<file path="config.mk">
export PLATFORM = sky130hd
export DESIGN_NAME = bspline_kernel_eval
export DESIGN_NICKNAME = d
export VERILOG_FILES = /design/src/sv/bke_pkg.sv /design/src/sv/bspline_kernel_eval.sv
export SDC_FILE = /design/constraint.sdc
export NUM_CORES = 2
export LEC_CHECK = 0
export BUFFER_PORTS_ARGS = -buffer_cell sky130_fd_sc_hd__buf_4
export CORE_ASPECT_RATIO = 1.1
export CORE_MARGIN = 2
export CORE_UTILIZATION = 45
export CTS_CLUSTER_DIAMETER = 60
export CTS_CLUSTER_SIZE = 30
export DETAILED_ROUTE_END_ITERATION = 8
export SYNTH_ARGS = -nofsm -noshare
export SYNTH_HDL_FRONTEND = slang
export SYNTH_SLANG_ARGS = --single-unit
export TNS_END_PERCENT = 50
</file>
<file path="constraint.sdc">
create_clock -name clk_i -period 15.2 [get_ports clk_i]
set_input_delay 3.04 -clock clk_i [delete_from_list [all_inputs] [get_ports clk_i]]
set_output_delay 3.04 -clock clk_i [all_outputs]
set_load 0.02 [all_outputs]
</file>
<file path="src/sv/bke_pkg.sv">
// bke_pkg: shared types and constants for the b-spline kernel evaluator
// used by bspline_kernel_eval, bke_checker and the testbench; no dependencies
package bke_pkg;

  // field widths
  localparam int PosW = 16;           // position, signed q3.12
  localparam int OutW = 16;           // results, signed q2.13
  localparam int OrdW = 2;            // spline order register
  localparam int VW   = PosW + 1;     // |x|, holds +32768
  localparam int UW   = 13;           // segment-local abscissa, 0..4096
  localparam int SqW  = 2 * UW - 1;   // u^2 <= 2^24
  localparam int OpW  = UW + 1;       // second multiplier operand, <= 8192
  localparam int PrW  = SqW + OpW;    // u^3 or u^2 * (2 - u)
  localparam int AccW = PrW + 1;      // cubic numerator
  localparam int QLsb = 24;           // numerator / 2^24
  localparam int QW   = 15;           // quotient before the divide by three
  localparam int PW   = 27;           // 16384 u - 3 u^2
  localparam int RecipW     = 16;
  localparam int RecipShift = 17;

  // position breakpoints, q3.12
  localparam logic signed [VW-1:0] XHalf      = 17'sd2048;
  localparam logic signed [VW-1:0] XOne       = 17'sd4096;
  localparam logic signed [VW-1:0] XThreeHalf = 17'sd6144;
  localparam logic signed [VW-1:0] XTwo       = 17'sd8192;

  // result constants, q2.13
  localparam logic signed [OutW-1:0] OneQ13      = 16'sd8192;
  localparam logic signed [OutW-1:0] MinusTwoQ13 = -16'sd16384;

  // rounding and scaling constants
  localparam logic [SqW:0]    HalfQ12      = 26'd2048;
  localparam logic [SqW-1:0]  QuadMidNum   = 25'd12583936;       // 1.5 * 2^23 + 2^10
  localparam logic [PW-1:0]   HalfQ12P     = 27'd2048;
  localparam logic [AccW-1:0] CubeRound    = 40'h00_0180_0000;   // 3 * 2^23
  localparam logic [AccW-1:0] CubeInnerNum = 40'h40_0180_0000;   // 2^38 + 3 * 2^23
  localparam logic [RecipW-1:0] Recip3     = 16'd43691;          // ceil(2^17 / 3)

  typedef enum logic [OrdW-1:0] {
    ORDER_NONE   = 2'd0,
    ORDER_LINEAR = 2'd1,
    ORDER_QUAD   = 2'd2,
    ORDER_CUBIC  = 2'd3
  } order_e;

  localparam order_e OrderReset = ORDER_CUBIC;

  // which polynomial piece an item falls on
  typedef enum logic [2:0] {
    MODE_ZERO = 3'd0,
    MODE_LIN  = 3'd1,
    MODE_QOUT = 3'd2,
    MODE_QMID = 3'd3,
    MODE_CIN  = 3'd4,
    MODE_COUT = 3'd5
  } mode_e;

  typedef struct packed {
    mode_e          mode;
    logic           neg;   // x >= 0, odd derivative takes a minus sign
    logic [UW-1:0]  u;
  } seg_t;

endpackage

</file>
<file path="src/sv/bspline_kernel_eval.sv">
// bspline_kernel_eval: centred b-spline kernel, first and second derivative
// five-stage pipeline, at most one multiplier per stage; depends on bke_pkg
// throughput: one beat per cycle, limited by nothing but result_ready_i
// a stall holds every full stage; bubbles are squeezed out as the pipe refills
// rst_ni clears all valid bits and sets the order to cubic, datapath carries no reset
module bspline_kernel_eval
  import bke_pkg::*;
(
  input  logic                   clk_i,
  input  logic                   rst_ni,
  // configuration
  input  logic                   spline_order_we_i,
  input  logic [OrdW-1:0]        spline_order_i,
  // position beats
  input  logic                   position_valid_i,
  output logic                   position_ready_o,
  input  logic signed [PosW-1:0] position_i,
  // result beats
  output logic                   result_valid_o,
  input  logic                   result_ready_i,
  output logic signed [OutW-1:0] kernel_value_o,
  output logic signed [OutW-1:0] first_derivative_o,
  output logic signed [OutW-1:0] second_derivative_o
);

  localparam int NumStages = 5;

  order_e order_q;

  logic [NumStages-1:0] valid_q;
  logic [NumStages-1:0] adv;

  // stage payloads
  seg_t seg1_q, seg2_q, seg3_q;
  seg_t seg1_d;
  logic [SqW-1:0] sq2_q, sq3_q;
  logic [PrW-1:0] pr3_q;
  logic [QW-1:0]  quo4_q;
  logic           cubic4_q;
  logic signed [OutW-1:0] b4_q, d14_q, d24_q;

  // ---------------------------------------------------------------------------
  // configuration register
  // ---------------------------------------------------------------------------
  always_ff @(posedge clk_i or negedge rst_ni) begin
    if (!rst_ni) begin
      order_q <= OrderReset;
    end else if (spline_order_we_i) begin
      order_q <= order_e'(spline_order_i);
    end
  end

  // ---------------------------------------------------------------------------
  // flow control: a stage moves on when it is empty or its successor moves
  // ---------------------------------------------------------------------------
  always_comb begin
    adv[NumStages-1] = !valid_q[NumStages-1] || result_ready_i;
    for (int k = NumStages - 2; k >= 0; k--) begin
      adv[k] = !valid_q[k] || adv[k+1];
    end
  end

  assign position_ready_o = adv[0];

  always_ff @(posedge clk_i or negedge rst_ni) begin
    if (!rst_ni) begin
      valid_q <= '0;
    end else begin
      if (adv[0]) begin
        valid_q[0] <= position_valid_i;
      end
      for (int k = 1; k < NumStages; k++) begin
        if (adv[k]) begin
          valid_q[k] <= valid_q[k-1];
        end
      end
    end
  end

  // ---------------------------------------------------------------------------
  // stage 1: pick the polynomial piece and the local abscissa u
  // every piece is written in terms of u in 0..4096 so one squarer and
  // one cuber serve all orders
  // ---------------------------------------------------------------------------
  logic signed [VW-1:0] pos_x;
  logic [VW-1:0]        pos_v;

  assign pos_x = {position_i[PosW-1], position_i};
  assign pos_v = position_i[PosW-1] ? VW'(-pos_x) : VW'(pos_x);

  always_comb begin
    seg1_d.mode = MODE_ZERO;
    seg1_d.neg  = !position_i[PosW-1];
    seg1_d.u    = '0;
    case (order_q)
      ORDER_LINEAR: begin
        // [-1, 1), tent of height one
        if (pos_x >= -XOne && pos_x < XOne) begin
          seg1_d.mode = MODE_LIN;
          seg1_d.u    = UW'(VW'(XOne) - pos_v);
        end
      end
      ORDER_QUAD: begin
        if (pos_x >= -XThreeHalf && pos_x < -XHalf) begin
          seg1_d.mode = MODE_QOUT;
          seg1_d.u    = UW'(pos_x + XThreeHalf);
        end else if (pos_x >= -XHalf && pos_x < XHalf) begin
          seg1_d.mode = MODE_QMID;
          seg1_d.u    = UW'(pos_v);
        end else if (pos_x >= XHalf && pos_x < XThreeHalf) begin
          seg1_d.mode = MODE_QOUT;
          seg1_d.u    = UW'(XThreeHalf - pos_x);
        end
      end
      ORDER_CUBIC: begin
        // symmetric pieces; |x| == 1 falls on the outer piece, both agree there
        if (pos_v < VW'(XOne)) begin
          seg1_d.mode = MODE_CIN;
          seg1_d.u    = UW'(pos_v);
        end else if (pos_v < VW'(XTwo)) begin
          seg1_d.mode = MODE_COUT;
          seg1_d.u    = UW'(VW'(XTwo) - pos_v);
        end
      end
      default: begin
        seg1_d.mode = MODE_ZERO;
      end
    endcase
  end

  always_ff @(posedge clk_i) begin
    if (adv[0]) begin
      seg1_q <= seg1_d;
    end
  end

  // ---------------------------------------------------------------------------
  // stage 2: u^2
  // ---------------------------------------------------------------------------
  logic [SqW-1:0] sq_d;

  assign sq_d = SqW'(seg1_q.u) * SqW'(seg1_q.u);

  always_ff @(posedge clk_i) begin
    if (adv[1]) begin
      seg2_q <= seg1_q;
      sq2_q  <= sq_d;
    end
  end

  // ---------------------------------------------------------------------------
  // stage 3: inner cubic needs u^2 (2 - u), outer cubic needs u^3
  // ---------------------------------------------------------------------------
  logic [OpW-1:0] mul_op;
  logic [PrW-1:0] pr_d;

  assign mul_op = (seg2_q.mode == MODE_CIN) ? OpW'(XTwo) - OpW'(seg2_q.u)
                                            : OpW'(seg2_q.u);
  assign pr_d   = PrW'(sq2_q) * PrW'(mul_op);

  always_ff @(posedge clk_i) begin
    if (adv[2]) begin
      seg3_q <= seg2_q;
      sq3_q  <= sq2_q;
      pr3_q  <= pr_d;
    end
  end

  // ---------------------------------------------------------------------------
  // stage 4: rounded derivatives, quadratic and linear values, and the cubic
  // numerator scaled down by 2^24 ready for the divide by three
  // ---------------------------------------------------------------------------
  logic [AccW-1:0] cube_num;
  logic [QW-1:0]   quo_d;
  logic [SqW:0]    sq_rnd;      // u^2 + 1/2 lsb of q12
  logic [SqW-1:0]  qmid_num;
  logic [PW-1:0]   cin_p;
  logic [PW-1:0]   cin_rnd;
  logic signed [OutW-1:0] sq_r12, qmid_b, cin_mag;
  logic signed [OutW-1:0] u_s;
  logic signed [OutW-1:0] b_d, d1_mag, d1_d, d2_d;

  always_comb begin
    if (seg3_q.mode == MODE_CIN) begin
      // 2^38 - 3 u^2 (2 - u), rounding bias folded in
      cube_num = CubeInnerNum - ({pr3_q, 1'b0} + AccW'(pr3_q));
    end else begin
      cube_num = AccW'(pr3_q) + CubeRound;
    end
  end

  assign quo_d    = cube_num[QLsb +: QW];
  assign sq_rnd   = (SqW+1)'(sq3_q) + HalfQ12;
  assign sq_r12   = OutW'(sq_rnd >> 12);
  assign qmid_num = QuadMidNum - sq3_q;
  assign qmid_b   = OutW'(qmid_num >> 11);
  assign cin_p    = (PW'(seg3_q.u) << 14) - (PW'(sq3_q) + (PW'(sq3_q) << 1));
  assign cin_rnd  = cin_p + HalfQ12P;
  assign cin_mag  = OutW'(cin_rnd >> 12);
  assign u_s      = OutW'(seg3_q.u);

  always_comb begin
    b_d    = '0;
    d1_mag = '0;
    d2_d   = '0;
    case (seg3_q.mode)
      MODE_LIN: begin
        b_d    = u_s <<< 1;
        d1_mag = OneQ13;
      end
      MODE_QOUT: begin
        b_d    = sq_r12;
        d1_mag = u_s <<< 1;
        d2_d   = OneQ13;
      end
      MODE_QMID: begin
        b_d    = qmid_b;
        d1_mag = u_s <<< 2;
        d2_d   = MinusTwoQ13;
      end
      MODE_CIN: begin
        d1_mag = cin_mag;
        d2_d   = (u_s <<< 2) + (u_s <<< 1) + MinusTwoQ13;
      end
      MODE_COUT: begin
        d1_mag = sq_r12;
        d2_d   = u_s <<< 1;
      end
      default: begin
        b_d = '0;
      end
    endcase
  end

  // odd derivative: slope is negative on the right-hand side
  assign d1_d = seg3_q.neg ? -d1_mag : d1_mag;

  always_ff @(posedge clk_i) begin
    if (adv[3]) begin
      quo4_q   <= quo_d;
      cubic4_q <= (seg3_q.mode == MODE_CIN) || (seg3_q.mode == MODE_COUT);
      b4_q     <= b_d;
      d14_q    <= d1_d;
      d24_q    <= d2_d;
    end
  end

  // ---------------------------------------------------------------------------
  // stage 5: cubic value = floor(q / 3) by reciprocal multiply, output register
  // ---------------------------------------------------------------------------
  logic [QW+RecipW-1:0]   recip_prod;
  logic signed [OutW-1:0] kernel_d;

  assign recip_prod = (QW+RecipW)'(quo4_q) * (QW+RecipW)'(Recip3);
  assign kernel_d   = cubic4_q ? OutW'(recip_prod >> RecipShift) : b4_q;

  always_ff @(posedge clk_i) begin
    if (adv[4]) begin
      kernel_value_o      <= kernel_d;
      first_derivative_o  <= d14_q;
      second_derivative_o <= d24_q;
    end
  end

  assign result_valid_o = valid_q[NumStages-1];

endmodule

</file>
==> impl_results.md <==
* Worst setup EP type: register
* Worst-case reg-to-reg path depth at 31
* Post-route minimum period at 8.48 ns
* Vias in the first global route at approximately 24000
* Global-route wire length before repair at 124000 um
* Seq/Total Area, Yosys at 21.9%
* Critical path origin: seg2_q[0]
* Clock-pin slew on the worst setup and hold paths at approximately 0.08 ns
* Crit Path Class: register to register
* Avg Inst Size Synth at 9.85 sq um
* Yosys cell types at 81
* Number of max-cap violations at 0
* Post-route ant nets at 0
* Vert. Die Dim at 292 um
* Worst hold-check path type: register to register
* Synthesis-stage register bit count at 248
* P&R area growth vs syn at 6.93%
* Cts hold-fix bufs at 0
* Top FF cell, synth: edfxtp_1
* Reg-to-reg endpoint: pr3_q[38]
* Clock tree buffer depth at 3
* Post-route setup TNS at 0 ns
* Mapped Cells at 3436
* Fmax at 0.118 GHz
* Slowest cell on the critical path: fa_1
* CP Capture Point: pr3_q[38]
* Post-synth EDFFs at ~240
* Ports at 73
* Gpl congestion at roughly 0.87
* Post-CTS resize count at 0
* Largest net degree at the start of global routing at 80
* Post-synthesis adder-cell area fraction at between 40 and 50%
* Most area-hungry cell type in the Yosys netlist: fa_1
* DR iter-0 viols at 1400
* Routed wire per std cell at 17.1 um
* Post-Route Skew at 0.0632 ns
* Layout Utilization at 48.6%
* Setup violators final at 0
* Row cnt at 105
* Htree depth at 1
* Synth area leaders: fa_1, edfxtp_1, ha_1
* Worst-path fanout max at 38
* Share of layout cells above drive strength 1 at under 10%
* Num CTS Buffers at 23
* Largest family of logic cells by synthesized area: adder cells
* Netlist Area Pre-Place at 0.0338 sq mm
* Ant diodes at 0
* CTS tree: built
* CTS root buffer: clkbuf_16
* IO buf count at 69
* Nets@finish at 4342
* Least-Margin Pin Slew at 1.15 ns
* Synth Area in Compound Gates at 9.41%
* Fin. Hold Viols at 0
* CORE AREA at roughly 0.074 sq mm
* R2r setup slk at 6.72 ns
* Die Area at approximately 0.077 sq mm
* Initial DRT Pass Iterations at 9
* Vias per std cell at 5.25
* Initial antenna violation count at 0
* Cell mode on critical path: fa_1
* Die width at approximately 270 um
* DP HPWL at 60700 um
* Post-synthesis mux area share at 0.766%
* Unrepaired setup endpoints after global routing: false
* Crit path DAT at 8.78 ns
* Ys async rst share at 2.82%
* Overall routing resource usage at 19.9%
* Outcome: completed
* Startpoint types: register
* Setup Fix Bufs, Post-CTS at 0
* Slew Limit Headroom at ~23%
* XOR/XNOR Fraction of Synth Area at between 4 and 5%
* Post-synth top area share at approximately 26%
* Residual DRC at 0
* Initial core utilization at approximately 45%
* Max incr delay on CP at between 0.5 and 0.6 ns
* RR Startpoint: seg2_q[0]
* Synth warn at 0
* Period utilization at 55.8%
* Worst-Skew Late Latency at 0.61 ns
* CTS sink count at around 250
* Congestion Overflow GR at 0
* Worst EP required at ~16 ns
* Synth Area in Simple Gates at 13.3%
* Final max-slew violation count at 0
* Min-delay src: d24_q[15]
* Final wirelength at 75600 um
* Via count at 23200
-- state kept, by name, summed over array words and instances (netlist names) --
| signal | cells |
|---|---|
| pr3_q | 38 |
| second_derivative_o | 15 |
| sq2_q | 23 |
| seg3_q | 17 |
| sq3_q | 23 |
| d14_q | 16 |
| d24_q | 15 |
| seg2_q | 17 |
| order_q | 2 |
| quo4_q | 15 |
| cubic4_q | 1 |
| seg1_q | 17 |
| valid_q | 5 |
| kernel_value_o | 14 |
| b4_q | 14 |
| first_derivative_o | 16 |
-- critical path, delay by kind of cell (launching register included) --
kind,cells,cell delay [ns]
simple gates,6,1.07
fa+ha+maj,8,3.69
compound gates,9,2.05
xor+xnor,2,0.21
flops,1,0.36
buf+inv,6,0.80
-- cells in the mapped netlist (all sizes together) (5+ instances only) --
cell type,number
clkbuf,102
nor3b,10
o21a,23
nor2b,46
o22ai,7
a22oi,12
or2,11
a211o,5
or3,14
o21bai,11
dfrtp,5
nor2,159
a31oi,20
o21ai,103
o2111ai,5
a222oi,10
edfxtp,241
nand4,20
fa,432
a22o,8
nand2,346
nand3,43
a21oi,147
inv,563
xnor2,141
nor3,30
mux2i,9
and3,22
o31ai,15
and2,190
a21o,50
nand2b,18
mux2,15
o211ai,8
a211oi,12
a31o,10
xor2,49
ha,446
buf,15
-- metrics by stage --
stage	hold slack, ns	setup slack, ns	cell area [sq um]	cells
5_1_grt	0.427	6.17	36200	4421
3_5_place_dp	0.405	6.76	35400	4379
2_1_floorplan	0.400	6.98	33800	3439
4_1_cts	0.420	6.68	36200	4421
3_3_place_gp	0.402	6.88	35400	4379
6_report	0.422	6.72	36200	4421
-- cells by family after synthesis --
family	after synthesis
muxes	24
buffers and inverters	680
xor gates and xnor gates	190
other	1
adders and majority gates	878
AOI/OAI and AO/OA	490
DFF	248
and+or+nand+nor	925
-- cell type report --
cell class | instances | area (sq um)
clock buffer | 26 | 587
timing repair buffer | 94 | 706
fill | 6927 | 38300
inverter | 563 | 2110
clock inverter | 16 | 233
sequential | 248 | 7410
multi-input combinational | 2511 | 23900
tap | 963 | 1200
-- cell usage in the layout, fill, tap and decap left out, types with 11 or more instances in the layout --
cell type / netlist / final
fa_1: 432 / 432
mux2_2: 15 / 15
a31oi_1: 20 / 20
nor2_1: 159 / 159
o21ai_0: 101 / 101
nand2b_1: 18 / 18
a21oi_1: 146 / 145
a22oi_1: 12 / 12
xnor2_1: 141 / 135
a21o_1: 50 / 50
edfxtp_1: 241 / 241
buf_4: 4 / 94
clkbuf_16: 0 / 23
nand2_1: 346 / 345
or3_1: 13 / 13
nand4_1: 20 / 20
nor3_1: 30 / 30
o21bai_1: 11 / 11
and2_1: 190 / 190
and3_1: 22 / 22
o21a_1: 23 / 23
a211oi_1: 12 / 12
o31ai_1: 15 / 15
inv_1: 563 / 562
nor2b_1: 46 / 46
nand3_1: 43 / 42
ha_1: 446 / 446
xor2_1: 49 / 48
-- layer usage --
layer | GRT usage (%) | vias up | part of all wire, %
met3 | 2.75 | 91 | 5.5
met2 | 34.8 | 485 | 49
met1 | 26.1 | 11400 | 43
met5 | 0 | - | 0
met4 | 4.80 | 0 | 2.3
li1 | - | 11300 | -
-- worst min-delay path by stage --
stage,to,cells after the start
after global routing,first_derivative_o[9],0
after detailed placement,first_derivative_o[11],0
final,second_derivative_o[15],0
after CTS,first_derivative_o[9],0
after global placement,second_derivative_o[6],0
after floorplan,first_derivative_o[0],0
Power is not shown: default switching activity piles up to over one toggle a cycle in this logic, so the estimate is an artifact.
